==> src/rtl/core/sh3_fifo.sv <==
// Small synchronous queue used for the command and result requests.
// Depends on nothing outside this file.

module sh3_fifo #(
	parameter int WIDTH = 8,
	parameter int DEPTH = 4,
	localparam int PW    = (DEPTH > 1) ? $clog2(DEPTH) : 1,
	localparam int CNT_W = $clog2(DEPTH + 1)
) (
	input  logic             clk,
	input  logic             arst_n,
	input  logic             push,
	input  logic [WIDTH-1:0] wdata,
	input  logic             pop,
	output logic [WIDTH-1:0] rdata,
	output logic             empty,
	output logic             full,
	output logic [CNT_W-1:0] count
);

	logic [WIDTH-1:0] mem_q [DEPTH];
	logic [PW-1:0]    wr_ptr_q;
	logic [PW-1:0]    rd_ptr_q;
	logic [CNT_W-1:0] count_q;
	logic             do_push;
	logic             do_pop;

	assign empty   = (count_q == '0);
	assign full    = (count_q == CNT_W'(DEPTH));
	assign count   = count_q;
	assign do_push = push && !full;
	assign do_pop  = pop && !empty;
	assign rdata   = mem_q[rd_ptr_q];

	always_ff @(posedge clk) begin
		if (do_push) begin
			mem_q[wr_ptr_q] <= wdata;
		end
	end

	always_ff @(posedge clk or negedge arst_n) begin
		if (!arst_n) begin
			wr_ptr_q <= '0;
			rd_ptr_q <= '0;
			count_q  <= '0;
		end else begin
			if (do_push) begin
				wr_ptr_q <= (wr_ptr_q == PW'(DEPTH - 1)) ? '0 : wr_ptr_q + PW'(1);
			end
			if (do_pop) begin
				rd_ptr_q <= (rd_ptr_q == PW'(DEPTH - 1)) ? '0 : rd_ptr_q + PW'(1);
			end
			unique case ({do_push, do_pop})
				2'b10: begin
					count_q <= count_q + CNT_W'(1);
				end
				2'b01: begin
					count_q <= count_q - CNT_W'(1);
				end
				default: begin
					count_q <= count_q;
				end
			endcase
		end
	end

endmodule

==> config.mk <==
export PLATFORM = sky130hd
export DESIGN_NAME = sh3_fifo
export DESIGN_NICKNAME = d
export VERILOG_FILES = /design/src/rtl/core/sh3_fifo.sv
export SDC_FILE = /design/constraint.sdc
export NUM_CORES = 1
export LEC_CHECK = 0
export BUFFER_PORTS_ARGS = -buffer_cell sky130_fd_sc_hd__buf_2
export CORE_MARGIN = 2
export CORE_UTILIZATION = 41
export DETAILED_ROUTE_END_ITERATION = 10
export PLACE_DENSITY = 0.58
export SLEW_MARGIN = 20
export SYNTH_ARGS = -nofsm -noshare
export SYNTH_HDL_FRONTEND = slang
export SYNTH_SLANG_ARGS = --single-unit
==> constraint.sdc <==
create_clock -name clk -period 2.9 [get_ports clk]
set_input_delay 0.145 -clock clk [delete_from_list [all_inputs] [get_ports clk]]
set_output_delay 0.145 -clock clk [all_outputs]
set_load 0.05 [all_outputs]
After elaboration in Yosys (flattened, before gate mapping). Memories as Yosys holds them, arrays and structs flattened. Index checks and enable logic that the tools add are counted.

Add/subtract/negate cells: 4. Eq/ne operators: 5. Multiplexer cells: 5. Reduce and logical (&&, ||, !) cells: 6.

Operators with widths (count): == test 2 bit, second input constant (3); case mux 3 bit (2 select lines) (1); adder 2 x 1 -> 2 bit, second input constant (2); two-way mux 2 bit (2); adder 3 x 1 -> 3 bit, second input constant (1); == test 3 bit, second input constant (1); zero test 3 bit (1); subtractor 3 x 1 -> 3 bit, second input constant (1); == test 2 x 1 -> 1 bit, second input constant (1); logical AND 1 bit (2); zero test 1 bit (2); two-way mux 1 bit (2); nonzero test 2 bit (1).

Bits in registers: 7. RAM bits: 32. Input port bits: 12. Output and inout bits: 13. Logic and storage cells: 24. Memories: 1.

Memories: mem_q (words 4, bits a word 8, read ports 1, clocked after memory_dff 0, write ports 1, RTL line 21) `logic [WIDTH-1:0] mem_q [DEPTH];`.

Logic depth before layout (Yosys ltp). Gate-level depths: netlist of the first run.

Depth after elaboration: 5. Depth in mapped cells: 9. Gate-level depth less buffers: 9.

Least setup slack after synthesis of the first run. No wires, ideal clock.

Path type: register to register. Start: reg count_q[0], in the netlist count[0]. End: reg count_q[2], in the netlist count[2]. Library setup time: 145 ps. Arrival: 2846 ps. Required time: 2755 ps. Slack: -90 ps. Stages on the path, launching flop included: 10. Buffers on the path: 0. Period minus slack after synthesis: 2990 ps. Cell sequence: dfrtp_1 > nor3_1 > nand2b_1 > inv_1 > ha_1 > inv_1 > fa_1 > xor2_1 > nor2_1 > xor2_1.

Word-level cells in the longest chain between the ends: 5. Elaborated cells between the ends (all ways): 12. Those cells by class: add/sub (2); eq/ne (3); mux (1); reduce/logical (6).

RTL lines: start, declared (RTL line 24) `logic [CNT_W-1:0] count_q;`; start signal, assigned (RTL line 55) `count_q <= count_q + CNT_W'(1);`; start signal, assigned (RTL line 58) `count_q <= count_q - CNT_W'(1);`; start signal, assigned (RTL line 61) `count_q <= count_q;`; zero test 3 bit * (RTL line 28) `assign empty = (count_q == '0);`; net empty (RTL line 16) `output logic empty,`; zero test 1 bit * (RTL line 32) `assign do_pop = pop && !empty;`; logical AND 1 bit * (RTL line 32); net do_pop (RTL line 26) `logic do_pop;`; == test 2 x 1 -> 1 bit / == test 2 bit (equally long branches) (RTL line 53) `unique case ({do_push, do_pop})`; case mux 3 bit (2 select lines) / nonzero test 2 bit (equally long branches).

Mark *: on every way through the listed nets, which the timed path passes. The rest lies on a longest branch. A chain may end at the register's enable or synchronous reset.

Final worst setup path of the first run.
Start: reg count_q[0], in the netlist count[0]. End: reg count_q[2], in the netlist count[2].

Word-level cells in the longest chain between the ends: 5. Elaborated cells between the ends (all ways): 12. Those cells by class: add/sub (2); eq/ne (3); mux (1); reduce/logical (6).

RTL lines (RTL line): == test 3 bit / zero test 3 bit (equally long branches) (29, 28); zero test 1 bit (on tied branches) (31, 32); logical AND 1 bit (on tied branches) (31, 32); == test 2 x 1 -> 1 bit / == test 2 bit (equally long branches) (53); case mux 3 bit (2 select lines) / nonzero test 2 bit (equally long branches).

Parallel ways exist; a longest one is shown, timed or not.

==> metrics.yaml, run 1 <==
run_status:
  outcome: "finished, final reports clean"
clocking:
  root_buffer: "clkbuf_8"
  worstSkewPairLatency_ps: 280
  ctsResizeCount: 0
  cts_sinks: 39
  cts_tree: "built"
  path_clk_slew_ps: 70
  cts-buffers-inserted: 5
  h-tree-depth: 2
  clock_path_buffers: 2
placement:
  place_area_mm2: 0.00179
  gp_congestion: 0.712
  io_buffers: 24
  dp_hpwl_mm: 1.76
sta:
  fin_crit_sh: 0.763
  fin_crit_ps: 2210
  finalClockSkew_ps: 4.86
  tns_ps: 0
  final_max_slew_viol_count: 0
  slew-limit-headroom: 0.597
  setup_viol: 0
  rsz0062_at_grt: "no"
  clock.fmax_mhz: 452
  finalHoldViolCount: 0
  worst_slew_pin_slew_ps: 604
route:
  vias_per_cell: 4.93
  first_pass_iters: 4
  drt_iter0_markers: 26
  wl_per_cell_um: 15.7
  routed_wl_mm: 2.54
  antenna_left: 0
  vias: 798
  post-route-drc-count: 0
yosys:
  ys_warn_count: 0
  synth_cell_types: 19
  synth_common_cells: "edfxtp_1, inv_1, mux4_2"
  synth_seq_cells: 39
  syn-cell-area_mm2: 0.00161
  avgSynthCellArea_um2: 19.4
  synth.most_common_cell: "edfxtp_1"
  async_reset_ff_frac: 0.179
  syn_inst: 83
  synth_enable_flop_cells: 32
  ys_seq_area_frac: 0.705
  synth_top_cell_area_share: 0.596
  yosysTopAreaCell: "edfxtp_1"
  synthesis.nets: 102
  dominantRegCellSynth: "edfxtp_1"
  synth_area_leaders: "edfxtp_1, mux4_2, dfrtp_1"
floorplan:
  core_mm2: 0.00372
  die-area_mm2: 0.00445
  rows: 22
  chipHeight_um: 66.7
  die_x_um: 66.7
  ioPinCount: 25
  initial_core_util: 0.434
setup_path:
  crit_start: "count[0]$_DFFE_PN0P_"
  cp_cell_sequence: "or3b_4, and2_4, inv_1, ha_1, inv_1, fa_1, xor2_1, nor2_1, xor2_1"
  cp_max_fo: 6
  rr_endpoint: "count[2]$_DFFE_PN0P_"
  rr_startpoint: "count[0]$_DFFE_PN0P_"
  end_kind: "flop"
  critPathKind: "reg2reg"
  cp-start-kind: "flop"
  cpMaxStageDelayCell: "dfrtp_1"
  cp.required_ps: 3110
  endpoint: "count[2]$_DFFE_PN0P_"
  worst_ep_arrival_time_ps: 2420
  cp_slowest_stage_delay_ps: 440
  ff2ff_setup_slack_ps: 690
  ff2ff_path_depth: 9
cells_and_area:
  multiInputGateArea_um2: 442
  stdcell_area_mm2: 0.00191
  diodes: 0
  layout.nets: 132
  fill_cells: 342
  drive_gt1_frac: 0.439
  seq_area_mm2: 0.00114
  areaGrowthSynthToFinish_pct: 18.2
global_route:
  grt_pass1_vias: 833
  grt_overflow: 0
  antenna_found_initial: 0
  grt_max_degree: 13
  grt_usage: 0.131
  grt_pass1_wl_mm: 3.96
job:
  drv_cap: 0
hold_path:
  hp-class: "in2reg"
[cell families after synthesis]
kind of cell | count (synthesis) | synth area share
mux | 13 | 0.151
flops | 39 | 0.705
fa+ha+maj | 7 | 0.0590
xor+xnor | 3 | 0.0163
buf+inv | 10 | 0.0241
simple gates | 11 | 0.0450
[metal layers]
layer  vias to the layer above  GRT usage  share of wire
met5                         -          0              0
li1                        372          -              -
met2                        17      0.219           0.52
met3                         4     0.0405          0.047
met4                         0     0.0612          0.014
met1                       405      0.153           0.41
[critical path: cells and delay by family, from the launching register on]
kind | cells | cell delay [ps]
buffers and inverters | 2 | 110
and+or+nand+nor | 3 | 740
xor gates and xnor gates | 2 | 310
DFF | 1 | 440
adders and majority gates | 2 | 540
[layout make-up]
cell class              count  area share
clock buffers               5      0.0361
inverters                   8      0.0158
well taps                  48      0.0315
flip-flops and latches     39       0.596
multi-input cells          34       0.232
repair buffers             25      0.0683
clock inverters             3      0.0204
[repair_timing]
action / 4_1_cts / 5_1_grt
buffers inserted: 0 / 0
endpoints found under the hold margin: 7 / 0
hold buffers: 1 / 0
[how the worst min path moves through the flow]
stage,endpoint,from,cells after the start
5_1_grt,mem_q[3][7]$_DFFE_PP_,wdata[7],1
6_report,mem_q[3][7]$_DFFE_PP_,wdata[7],1
3_3_place_gp,count[2]$_DFFE_PN0P_,arst_n,1
3_5_place_dp,rd_ptr_q[0]$_DFFE_PN0P_,arst_n,1
4_1_cts,mem_q[3][7]$_DFFE_PP_,wdata[7],1
2_1_floorplan,count[0]$_DFFE_PN0P_,arst_n,0
[registers in the layout, indices dropped and copies added, names as in the netlist]
name / count
rd_ptr_q: 2
mem_q: 32
count: 3
wr_ptr_q: 2
[through the flow]
stage | setup slack [ps] | cells | util | hold slack [ps]
final | 688 | 162 | 0.513 | 78.9
after global routing | 571 | 162 | 0.513 | 65.8
after CTS | 689 | 162 | 0.513 | 65.8
after detailed placement | 705 | 153 | 0.481 | -8.73
after global placement | 754 | 153 | 0.481 | -14.2
after floorplan | 362 | 83 | - | -151
[cell usage in the layout, fill, tap and decap left out, drive strengths merged]
master / synthesis / final
inv: 8 / 8
nor2: 3 / 3
mux2i: 1 / 1
clkbuf: 0 / 5
xor2: 2 / 2
or3b: 1 / 1
and3: 4 / 4
bufinv: 0 / 1
dfrtp: 7 / 7
edfxtp: 32 / 32
nand2b: 1 / 1
mux2: 4 / 4
fa: 1 / 1
ha: 6 / 6
xnor2: 1 / 1
clkinv: 0 / 2
and2: 1 / 1
buf: 2 / 24
mux4: 8 / 8
nor3: 1 / 1
dlygate4sd3: 0 / 1
Power of run 1 is left out: the tool's default activity adds up to more than one toggle a clock period on the data nets, which glitch-free logic cannot reach.
==> run 2, diff against run 1 <==
==> constraint.sdc (replaced) <==
create_clock -name clk -period 2.1 [get_ports clk]
set_input_delay 0.105 -clock clk [delete_from_list [all_inputs] [get_ports clk]]
set_output_delay 0.105 -clock clk [all_outputs]
set_load 0.05 [all_outputs]
==> metrics.yaml, run 2 (synthesized netlist as in run 1, its figures left out) <==
run_status:
  outcome: "finished, final reports clean"
clocking:
  cts-buffers-inserted: 5  # unchanged
  worstSkewPairLatency_ps: 280  # about the same
  clock_path_buffers: 2  # unchanged
  h-tree-depth: 2  # unchanged
  path_clk_slew_ps: 70  # about the same
  cts_tree: "built"
  root_buffer: "clkbuf_8"
  cts_sinks: 39  # unchanged
setup_path:
  worst_ep_arrival_time_ps: 2250  # -170 ps
  rr_endpoint: "count[2]$_DFFE_PN0P_"
  cpMaxStageDelayCell: "or3b_4"
  end_kind: "flop"
  cp_cell_sequence: "or3b_4, and2_4, inv_4, ha_4, inv_2, fa_2, xor2_1, nor2_1, xor2_1"
  path_buf_inv: 2  # unchanged
  critPathKind: "reg2reg"
  ff2ff_setup_slack_ps: 50  # -640 ps
  cp_slowest_stage_delay_ps: 430  # about the same
  ff2ff_path_depth: 9  # unchanged
  cp-start-kind: "flop"
  crit_family: "simple AND/OR/NAND/NOR gates"
  cp.required_ps: 2300  # -810 ps
  crit_top_cell: "xor2_1"
  rr_startpoint: "count[1]$_DFFE_PN0P_"
  cp_max_fo: 6  # unchanged
hold_path:
  hold_end: "mem_q[0][6]$_DFFE_PP_"
  hp-start: "wdata[6]"
  hp-class: "in2reg"
  holdPathStages: 1  # unchanged
sta:
  rsz0062_at_grt: "yes"
  clock.fmax_mhz: 488  # +7.9%
  fin_crit_ps: 2050  # -163 ps
  setup_viol: 0  # unchanged
  final_max_slew_viol_count: 0  # unchanged
  slew-limit-headroom: 0.592  # -0.00579
  finalClockSkew_ps: 2.08  # -2.78 ps
  worst_slew_pin_slew_ps: 613  # +8.69 ps
  fin_crit_sh: 0.976  # +0.213
  finalHoldViolCount: 0  # unchanged
cells_and_area:
  stdcell_area_mm2: 0.00198  # +4.1%
  layout.nets: 137  # +3.8%
  multiInputGateArea_um2: 470  # +6.5%
  final_cell_mix: "edfxtp_1, buf_2, mux4_2"
  regMostFlops: "mem_q"
  fill_cells: 303  # -11%
  diodes: 0  # unchanged
  areaGrowthSynthToFinish_pct: 23.1
  largest_register_ffs: 32  # unchanged
  seq_area_mm2: 0.00114  # +0.33%
  mostFrequentLayoutCell: "edfxtp_1"
  drive_gt1_frac: 0.546  # +0.108
floorplan:
  die_x_um: 66.7  # unchanged
  core_mm2: 0.00372  # unchanged
  rows: 22  # unchanged
  die-area_mm2: 0.00445  # unchanged
  ioPinCount: 25  # unchanged
  initial_core_util: 0.434  # unchanged
  chipHeight_um: 66.7  # unchanged
job:
  drv_cap: 0  # unchanged
global_route:
  grt_overflow: 0  # unchanged
  grt_max_degree: 14  # +1
  grt_pass1_vias: 839  # +0.72%
  grt_usage: 0.123  # -0.00768
  grt_pass1_wl_mm: 3.78  # -4.5%
  antenna_found_initial: 0  # unchanged
route:
  post-route-drc-count: 0  # unchanged
  routed_wl_mm: 2.42  # -4.5%
  wl_per_cell_um: 14.5  # -7.3%
  antenna_left: 0  # unchanged
  first_pass_iters: 2  # -2
  vias: 811  # +1.6%
  drt_iter0_markers: 24  # -7.7%
  vias_per_cell: 4.86  # -1.4%
placement:
  io_buffers: 24  # unchanged
  place_area_mm2: 0.00184  # +3.1%
  dp_hpwl_mm: 1.68  # -4.6%
  gp_congestion: 0.793  # +11%
-- run 2: cell types whose count changed in the layout (fill, tap and decap cells not counted), moves of 2 or more --
cell     previous run  this run
buf_4               0         5
dfrtp_1             7         4
dfrtp_2             0         3
inv_1               8         5
inv_2               0         2
-- run 2: worst max-delay path by stage --
stage	from	endpoint	slack (ps)	cells past startpoint
floorplan	count[2]$_DFFE_PN0P_	count[2]$_DFFE_PN0P_	-90	9
global placement	count[0]$_DFFE_PN0P_	count[2]$_DFFE_PN0P_	80	9
detailed placement	count[0]$_DFFE_PN0P_	count[2]$_DFFE_PN0P_	30	9
CTS	count[0]$_DFFE_PN0P_	count[2]$_DFFE_PN0P_	10	9
global route	count[1]$_DFFE_PN0P_	count[2]$_DFFE_PN0P_	-30	9
finish	count[1]$_DFFE_PN0P_	count[2]$_DFFE_PN0P_	50	9
-- run 2: area by class of cell --
class                           count  area share
Multi-Input combinational cell     34       0.237
Tap cell                           48      0.0303
Sequential cell                    39       0.575
Clock inverter                      3      0.0221
Inverter                            8      0.0164
Timing Repair Buffer               30      0.0845
Clock buffer                        5      0.0347
-- run 2: metrics by stage --
step	utilization	setup WS (ps)	hold slack [ps]	TNS, ps	cells
finish	0.534	50.4	30.8	0	167
global placement	0.496	78.1	-46.9	0	156
floorplan	-	-86.7	-191	-145	83
detailed placement	0.496	27.5	-47.4	0	156
global route	0.534	-32.7	27.0	-32.7	167
CTS	0.529	11.1	25.6	0	165
-- run 2: what timing repair did --
action / CTS / global route
gates resized for setup: 0 / 1
hold buffers: 1 / 0
setup endpoints to repair: 0 / 1
buffers inserted: 0 / 2
endpoints found under the hold margin: 7 / 0
-- run 2: metal layers --
layer  track usage  routed length (µm)  up-vias
met5             0                   0        -
li1              -                   -      382
met4        0.0383                  21        0
met2         0.218                1300       17
met1         0.135                 989      408
met3        0.0490                 112        4
Power of run 2 is left out for the same reason.
