==> config.mk <==
export PLATFORM = sky130hd
export DESIGN_NAME = sh3_front
export DESIGN_NICKNAME = d
export VERILOG_FILES = /design/src/rtl/core/sh3_pkg.sv /design/src/rtl/core/sh3_front.sv
export SDC_FILE = /design/constraint.sdc
export NUM_CORES = 1
export LEC_CHECK = 0
export BUFFER_PORTS_ARGS = -buffer_cell sky130_fd_sc_hd__buf_2
export CELL_PAD_IN_SITES_DETAIL_PLACEMENT = 1
export CELL_PAD_IN_SITES_GLOBAL_PLACEMENT = 1
export CORE_MARGIN = 2
export CORE_UTILIZATION = 45
export CTS_CLUSTER_SIZE = 25
export DETAILED_ROUTE_END_ITERATION = 8
export GPL_ROUTABILITY_DRIVEN = 1
export PLACE_DENSITY_LB_ADDON = 0.1
export SLEW_MARGIN = 10
export SYNTH_ARGS = -nofsm -noshare
export SYNTH_HDL_FRONTEND = slang
export SYNTH_SLANG_ARGS = --single-unit
==> constraint.sdc <==
create_clock -name clk -period 3.9 [get_ports clk]
set_input_delay 0.39 -clock clk [delete_from_list [all_inputs] [get_ports clk]]
set_output_delay 0.39 -clock clk [all_outputs]
set_load 0.05 [all_outputs]
==> src/rtl/core/sh3_pkg.sv <==
// Shared types and constants of the 3x3 sharpen stream filter.
// Depends on nothing; every other file of the block but sh3_fifo refers to it by scoped names.

package sh3_pkg;

	localparam int PIX_W     = 8;
	localparam int CFG_W     = 11;
	localparam int CMD_DEPTH = 4;
	localparam int RES_DEPTH = 4;

	localparam logic [1:0] REG_IMAGE_WIDTH   = 2'd0;
	localparam logic [1:0] REG_IMAGE_HEIGHT  = 2'd1;
	localparam logic [1:0] REG_SATURATE_MODE = 2'd2;

	localparam logic [CFG_W-1:0] RESET_WIDTH  = 11'd640;
	localparam logic [CFG_W-1:0] RESET_HEIGHT = 11'd480;

	typedef enum logic {
		OP_PIXEL = 1'b0,
		OP_FLUSH = 1'b1
	} op_t;

	typedef logic [1:0] slot_t;

	localparam slot_t SLOT_0 = 2'd0;
	localparam slot_t SLOT_1 = 2'd1;
	localparam slot_t SLOT_2 = 2'd2;

	typedef struct packed {
		op_t              op;
		logic [PIX_W-1:0] pixel_in;
	} in_item_t;

	typedef struct packed {
		logic [PIX_W-1:0] pixel_out;
		logic             end_of_frame;
	} out_item_t;

	typedef struct packed {
		logic  wr_en;
		slot_t wr_slot;
		logic  emit;
		logic  bypass;
		logic  left_from_c;
		slot_t slot_top;
		slot_t slot_mid;
		slot_t slot_bot;
		logic  eof;
		logic  sat;
	} ctrl_t;

endpackage

==> src/rtl/core/sh3_front.sv <==
// Front end: configuration registers, input and output raster counters, and the
// building of one command per request that writes a pixel or emits a result. Uses sh3_pkg.

module sh3_front #(
	parameter int MAX_WIDTH  = 1024,
	parameter int MAX_HEIGHT = 1024,
	localparam int CW   = $clog2(MAX_WIDTH),
	localparam int RW   = $clog2(MAX_HEIGHT),
	localparam int FW_W = $clog2(MAX_WIDTH + 1),
	localparam int FH_W = $clog2(MAX_HEIGHT + 1)
) (
	input  logic                           clk,
	input  logic                           arst_n,
	input  logic                           cfg_write,
	input  logic [1:0]                     cfg_index,
	input  logic [sh3_pkg::CFG_W-1:0]      cfg_data,
	input  logic                           push,
	input  sh3_pkg::in_item_t              item,
	input  logic                           cmd_full,
	output logic                           cmd_push,
	output sh3_pkg::ctrl_t                 cmd_ctrl,
	output logic [CW-1:0]                  cmd_wr_col,
	output logic [CW-1:0]                  cmd_col_c,
	output logic [CW-1:0]                  cmd_col_p,
	output logic [sh3_pkg::PIX_W-1:0]      cmd_pixel
);

	function automatic sh3_pkg::slot_t slot_next(sh3_pkg::slot_t s);
		sh3_pkg::slot_t r;
		unique case (s)
			sh3_pkg::SLOT_0: r = sh3_pkg::SLOT_1;
			sh3_pkg::SLOT_1: r = sh3_pkg::SLOT_2;
			default:         r = sh3_pkg::SLOT_0;
		endcase
		return r;
	endfunction

	function automatic sh3_pkg::slot_t slot_prev(sh3_pkg::slot_t s);
		sh3_pkg::slot_t r;
		unique case (s)
			sh3_pkg::SLOT_1: r = sh3_pkg::SLOT_0;
			sh3_pkg::SLOT_2: r = sh3_pkg::SLOT_1;
			default:         r = sh3_pkg::SLOT_2;
		endcase
		return r;
	endfunction

	logic [sh3_pkg::CFG_W-1:0] width_q;
	logic [sh3_pkg::CFG_W-1:0] height_q;
	logic                      sat_q;
	logic [FW_W-1:0]           frame_w_q;
	logic [FH_W-1:0]           frame_h_q;
	logic [CW-1:0]             in_col_q;
	logic [RW-1:0]             in_row_q;
	sh3_pkg::slot_t            in_slot_q;
	logic [CW-1:0]             out_col_q;
	logic [RW-1:0]             out_row_q;
	sh3_pkg::slot_t            out_slot_q;
	logic                      in_done_q;

	logic [FW_W-1:0] fw_cfg;
	logic [FH_W-1:0] fh_cfg;
	logic [FW_W-1:0] fw_eff;
	logic [FH_W-1:0] fh_eff;
	logic            first;
	logic            in_last_col;
	logic            in_last_row;
	logic            out_last_col;
	logic            out_last_row;
	logic            pixel_step;
	logic            emit_cond;
	logic            emit;
	logic            eof;
	logic            accept;

	always_comb begin
		if (width_q == '0) begin
			fw_cfg = FW_W'(1);
		end else if (32'(width_q) > MAX_WIDTH) begin
			fw_cfg = FW_W'(MAX_WIDTH);
		end else begin
			fw_cfg = FW_W'(width_q);
		end
		if (height_q == '0) begin
			fh_cfg = FH_W'(1);
		end else if (32'(height_q) > MAX_HEIGHT) begin
			fh_cfg = FH_W'(MAX_HEIGHT);
		end else begin
			fh_cfg = FH_W'(height_q);
		end
	end

	assign first        = (in_row_q == '0) && (in_col_q == '0);
	assign fw_eff       = first ? fw_cfg : frame_w_q;
	assign fh_eff       = first ? fh_cfg : frame_h_q;
	assign in_last_col  = (FW_W'(in_col_q) + FW_W'(1)) >= fw_eff;
	assign in_last_row  = (FH_W'(in_row_q) + FH_W'(1)) >= fh_eff;
	assign out_last_col = (FW_W'(out_col_q) + FW_W'(1)) >= frame_w_q;
	assign out_last_row = (FH_W'(out_row_q) + FH_W'(1)) >= frame_h_q;
	assign eof          = out_last_row && out_last_col;

	assign pixel_step = (item.op == sh3_pkg::OP_PIXEL) && !in_done_q;
	assign emit_cond  = (in_row_q >= RW'(2)) || ((in_row_q == RW'(1)) && (in_col_q != '0));
	assign emit       = in_done_q || (pixel_step && emit_cond);
	assign accept     = push && !cmd_full;
	assign cmd_push   = accept && (pixel_step || emit);

	always_comb begin
		cmd_ctrl.wr_en       = pixel_step;
		cmd_ctrl.wr_slot     = in_slot_q;
		cmd_ctrl.emit        = emit;
		cmd_ctrl.bypass      = pixel_step && emit_cond && (in_col_q != '0);
		cmd_ctrl.left_from_c = (out_col_q == '0);
		cmd_ctrl.slot_top    = (out_row_q == '0) ? out_slot_q : slot_prev(out_slot_q);
		cmd_ctrl.slot_mid    = out_slot_q;
		cmd_ctrl.slot_bot    = out_last_row ? out_slot_q : slot_next(out_slot_q);
		cmd_ctrl.eof         = eof;
		cmd_ctrl.sat         = sat_q;
		cmd_wr_col           = in_col_q;
		cmd_col_c            = out_col_q;
		cmd_col_p            = out_last_col ? out_col_q : out_col_q + CW'(1);
		cmd_pixel            = item.pixel_in;
	end

	always_ff @(posedge clk or negedge arst_n) begin
		if (!arst_n) begin
			width_q    <= sh3_pkg::RESET_WIDTH;
			height_q   <= sh3_pkg::RESET_HEIGHT;
			sat_q      <= 1'b0;
			frame_w_q  <= FW_W'(1);
			frame_h_q  <= FH_W'(1);
			in_col_q   <= '0;
			in_row_q   <= '0;
			in_slot_q  <= sh3_pkg::SLOT_0;
			out_col_q  <= '0;
			out_row_q  <= '0;
			out_slot_q <= sh3_pkg::SLOT_0;
			in_done_q  <= 1'b0;
		end else begin
			if (cfg_write) begin
				unique case (cfg_index)
					sh3_pkg::REG_IMAGE_WIDTH: begin
						width_q <= cfg_data;
					end
					sh3_pkg::REG_IMAGE_HEIGHT: begin
						height_q <= cfg_data;
					end
					sh3_pkg::REG_SATURATE_MODE: begin
						sat_q <= cfg_data[0];
					end
					default: begin
						sat_q <= sat_q;
					end
				endcase
			end
			if (accept) begin
				if (pixel_step) begin
					if (first) begin
						frame_w_q <= fw_cfg;
						frame_h_q <= fh_cfg;
					end
					if (in_last_col) begin
						in_col_q <= '0;
						if (in_last_row) begin
							in_row_q  <= '0;
							in_slot_q <= sh3_pkg::SLOT_0;
							in_done_q <= 1'b1;
						end else begin
							in_row_q  <= in_row_q + RW'(1);
							in_slot_q <= slot_next(in_slot_q);
						end
					end else begin
						in_col_q <= in_col_q + CW'(1);
					end
				end
				if (emit) begin
					if (eof) begin
						in_col_q   <= '0;
						in_row_q   <= '0;
						in_slot_q  <= sh3_pkg::SLOT_0;
						out_col_q  <= '0;
						out_row_q  <= '0;
						out_slot_q <= sh3_pkg::SLOT_0;
						in_done_q  <= 1'b0;
					end else if (out_last_col) begin
						out_col_q  <= '0;
						out_row_q  <= out_row_q + RW'(1);
						out_slot_q <= slot_next(out_slot_q);
					end else begin
						out_col_q <= out_col_q + CW'(1);
					end
				end
			end
		end
	end

`ifndef NO_ASSERTIONS
	// The last result of a frame can only come from a drain request, never alongside a pixel.
	a_eof_only_in_drain: assert property (@(posedge clk) disable iff (!arst_n)
		accept && pixel_step && emit |-> !eof)
		else $error("end of frame emitted while pixels were still arriving");

	a_done_counters_idle: assert property (@(posedge clk) disable iff (!arst_n)
		in_done_q |-> (in_col_q == '0) && (in_row_q == '0))
		else $error("input counters moved after the frame was received");
`endif

endmodule

== Yosys cells after proc, flatten, opt, wreduce, memory -nomap -nowiden ==
Cells that the tools add are included.

* Flip-flop bits (word level): 90
* Bits in latches: 0
* Memory bits (writable): 0
* ROM bits: 0
* Bits of input ports: 27
* Output and inout bits: 53
* Word-level logic and storage cells: 101
* Memories: 0

* Add/subtract/negate cells: 8
* $mul: 0
* Div/mod/pow operators: 0
* Order comparisons: 7
* Equal/unequal tests: 6
* Shift operators: 0
* Muxes and demuxes: 37
* Bitwise operators: 1
* Reductions and logical operators: 30

{| class="wikitable"
|+ Operators by type and width
! operator !! count
|-
| $mux W10 || 14
|-
| $mux W11 || 6
|-
| $add A10 B1 Y11 const B || 4
|-
| $ge A11 B11 Y1 || 4
|-
| $add A10 B1 Y10 const B || 4
|-
| $logic_not A10 Y1 || 4
|-
| $gt A11 B11 Y1 const B || 2
|-
| $logic_not A11 Y1 || 2
|-
| $mux W2 || 9
|-
| $pmux W2 S2 || 3
|-
| $eq A10 B1 Y1 const B || 1
|-
| $ge A10 B2 Y1 const B || 1
|-
| $reduce_and A2 Y1 || 5
|-
| $reduce_bool A10 Y1 || 1
|-
| $logic_and A1 B1 Y1 || 8
|-
| $eq A2 B1 Y1 const B || 3
|-
| $logic_not A2 Y1 || 3
|-
| $mux W1 || 5
|-
| $eq A2 B2 Y1 const B || 2
|-
| $logic_or A1 B1 Y1 || 3
|-
| $reduce_and A3 Y1 || 1
|-
| $logic_not A1 Y1 || 2
|-
| $reduce_bool A2 Y1 || 1
|-
| $not A1 Y1 || 1
|}

== Depth between registers and ports, before layout ==
* Depth after elaboration: 10
* Mapped depth: 16
* Mapped depth without buffers: 14

== Least setup slack after synthesis ==
Ideal clock, no wire load.

* Path kind: flip-flop to output port
* Start: register out_col_q[0], in the netlist cmd_col_c[0]
* End: output port cmd_col_p[2]
* Arrival time: 4.019 ns
* Data required time: 3.510 ns
* Path slack: -0.509 ns
* Cell stages (with the launch flop): 16
* Buffers on the path: 2
* Cells stage by stage: dfrtp_1 > ha_1 > and3_1 > and3_1 > and3_1 > and3_1 > ha_1 > a21oi_1 > o21ai_0 > a31o_2 > or2_2 > buf_2 > inv_1 > buf_2 > nand2_1 > xnor2_1

* Word-level cells in the longest chain between the ends: 3

{| class="wikitable"
|+ RTL lines
! what !! line !! source
|-
| start: declaration || sh3_front.sv:56 || <nowiki>logic [CW-1:0] out_col_q;</nowiki>
|-
| start signal: assignment || sh3_front.sv:190 || <nowiki>out_col_q <= out_col_q + CW'(1);</nowiki>
|-
| $add A10 B1 Y11 || sh3_front.sv:98 || <nowiki>assign out_last_col = (FW_W'(out_col_q) + FW_W'(1)) >= frame_w_q;</nowiki>
|-
| $ge A11 B11 Y1 || sh3_front.sv:98 ||
|-
| $mux W10 * || sh3_front.sv:121 || <nowiki>cmd_col_p = out_last_col ? out_col_q : out_col_q + CW'(1);</nowiki>
|-
| end: declaration || sh3_front.sv:24 || <nowiki>output logic [CW-1:0] cmd_col_p,</nowiki>
|}

Every way passes the cells marked *; elsewhere a longest branch is shown, timed or not.

== Worst setup path after layout ==
* Start: register out_col_q[1], in the netlist cmd_col_c[1]
* End: output port cmd_col_p[9]

Same word-level chain as after synthesis.

==> results.ini <==
[run_status]
status = finished, final reports clean

[synthesis]
ys_seq_area_share_pct = 37.1
synth_ff_type = dfrtp_1
synthCells = 670
yosys.area.top_type = dfrtp_1
synth_fp_nets = 755
synth_area_leaders = dfrtp_1, ha_1, a21oi_1
synth-seq-cells = 90
ys_types = 58
avgSynthCellArea_um2 = 9.10
async_flop_share_pct = 100
ys.warnings.count = 0
syn_area_um2 = 6090
netlist.area_leader.share_pct = 33.7
synth_enable_flop_cells = 0

[grt]
use_met3_pct = 3.58
grt_remaining_overflow = 0
grt_pass1_vias = 5592
grt_max_degree = 74
grt_busiest_layer = met2
track_usage_pct = 24.9
grt_antenna_before_repair = 0
grt_pass1_wl_mm = 28.5
met2_usage_pct = 41.2
use_met1_pct = 33.5

[route]
vias_per_cell = 5.69
num_vias = 5299
first_iter_violations = 221
ant_nets = 0
wl_per_cell_um = 19.0
wl_mm = 17.7
dr.pass1.iters = 4
drcViolationCount = 0

[worst_setup_path]
worstSetupEndpoint = cmd_col_p[9]
r2r_slack_ns = 0.19
crit_required_ns = 3.51
r2r-end = out_row_q[3]
startpoint_type = flop
path_class = flop to output port
cp-end-kind = output port
timing.rr.start = cmd_col_c[0]
cp_max_fo = 5
cp-startpoint = cmd_col_c[1]
rr_worst_depth = 15
worstPathArrival_ns = 3.49

[power]
p_per_area_nw_per_um2 = 542
ir_drop_mv = 0.300
power_leakage_nw = 3.69

[sta]
period_needed_ns = 3.88
slew_viol_final = 0
hold_violations = 0
setup_viol = 0
fin_skew_ns = 0.00665
worstMarginPinSlew_ns = 0.972
fin_ws_ns = 0.0177
period_share_pct = 99.5
fmax_ghz = 0.258
slew_headroom_pct = 35.2
holdWs_ns = 0.175

[layout]
stdcell_area_um2 = 7500
mostFrequentLayoutCells = dfrtp_1, nand2_1, nor2_1, a21oi_1, ha_1
n_antenna_cell = 0
layout_commonest_cell = dfrtp_1
nNetsFinal = 836
area_delta_synth_final_pct = 23.1
drive_gt1_share_pct = 29.0

[floorplanning]
die_x_um = 120
start_util_pct = 46.0
io_pins = 80
die_h_um = 120
rows = 42
core_um2 = 13200
dieArea_um2 = 14500

[placement]
pre_cts_ws_ns = 0.0699
hpwl_mm = 12.9
io_buffer_count = 63
gp_congestion = 0.859
place_area_um2 = 6860

[hold_path]
min_path_type = input pin to async pin

[clock_tree]
ctsHoldBuffers = 0
cts_tree = built
insertion_delay_ns = 0.36
numClockSinks = 90
root_buffer = clkbuf_16
htreeDepth = 3
clk_pin_slew_ns = 0.07
clk_path_buf_depth = 2
cts_buffers = 9

[run]
drv_cap = 0

[metrics by stage]
step	setup TNS, ns	util, %	power [mW]	std cells
detailed placement	0	51.8	3.02	905
floorplan	0	-	2.54	670
global route	-1.17	56.7	4.32	932
global placement	0	51.8	2.92	905
CTS	-0.00210	55.2	4.00	926
finish	0	56.7	4.07	932
[Yosys cell counts (all sizes together) (10+ instances only)]
cell / count
ha: 58
nand2: 63
and3: 19
dfrtp: 82
a21oi: 56
a21o: 10
and2: 10
nor3b: 19
mux2: 24
xor2: 14
buf: 23
o21ai: 43
nand3: 19
nand2b: 15
clkbuf: 12
inv: 37
nor2: 53
xnor2: 19
nor4: 10
[registers in the layout, summed over array words and instances (netlist names)]
name        cells
width_q        11
cmd_wr_col     10
frame_h_q      11
height_q       11
out_row_q      10
in_done_q       1
sat_q           1
cmd_col_c      10
in_row_q       10
in_slot_q       2
out_slot_q      2
frame_w_q      11
[routing by layer]
metal  part of all wire, %  vias to the layer above
li1                      -                     2514
met1                    46                     2660
met2                    49                       99
met3                   3.0                       26
met4                   1.8                        0
met5                     0                        -
[power by group]
group / switching, mW / internal, mW / total, mW / leakage (nW)
clock network: 0.407 / 0.500 / 0.907 / 0.143
registers: 0.256 / 1.14 / 1.40 / 1.09
logic: 1.10 / 0.665 / 1.76 / 2.45
[cell type report]
cell class              count  area (um^2)
clock buffers              10          229
clock inverters             6         65.1
fillers                  1533         5740
inverters                  37          145
multi-input cells         508         3850
flip-flops and latches     90         2270
well taps                 176          220
repair buffers            105          722
[cells by family (layout without fill, tap and decap cells)]
kind of cell,count (synthesis),count (layout),share of synthesized area [%]
simple gates,239,239,19.9
compound gates,152,152,16.1
flops,90,90,37.1
buf+inv,72,158,5.46
fa+ha+maj,59,59,12.1
xor+xnor,33,33,4.74
mux,25,25,4.60
[repair_timing]
item,CTS,global route
pin swaps,1,7
endpoints found under the hold margin,0,0
gates cloned,1,0
buffers inserted,4,6
endpoints found under the setup margin,12,29
resized for setup,37,32
[how the worst min path moves through the flow]
stage / to / cells past startpoint / startpoint / slack, ns
floorplan: cmd_col_c[0] / 0 / arst_n / 0.09
global placement: sat_q / 1 / sat_q / 0.49
detailed placement: sat_q / 1 / sat_q / 0.49
CTS: out_row_q[8] / 1 / arst_n / 0.23
global route: out_row_q[9] / 1 / arst_n / 0.25
finish: out_row_q[9] / 1 / arst_n / 0.18
[worst max-delay path, cell delays in order (launching register included)]
cell     delay (ns)
dfrtp_2        0.44
ha_4           0.18
and3_4         0.20
and3_1         0.20
and3_4         0.21
xor2_2         0.15
ha_1           0.33
a21oi_1        0.15
o21ai_0        0.12
a31o_2         0.24
or2_4          0.25
inv_4          0.08
buf_6          0.13
nand2_2        0.09
xnor2_4        0.18
buf_6          0.18
No activity file was read; power rests on OpenSTA's default activity.
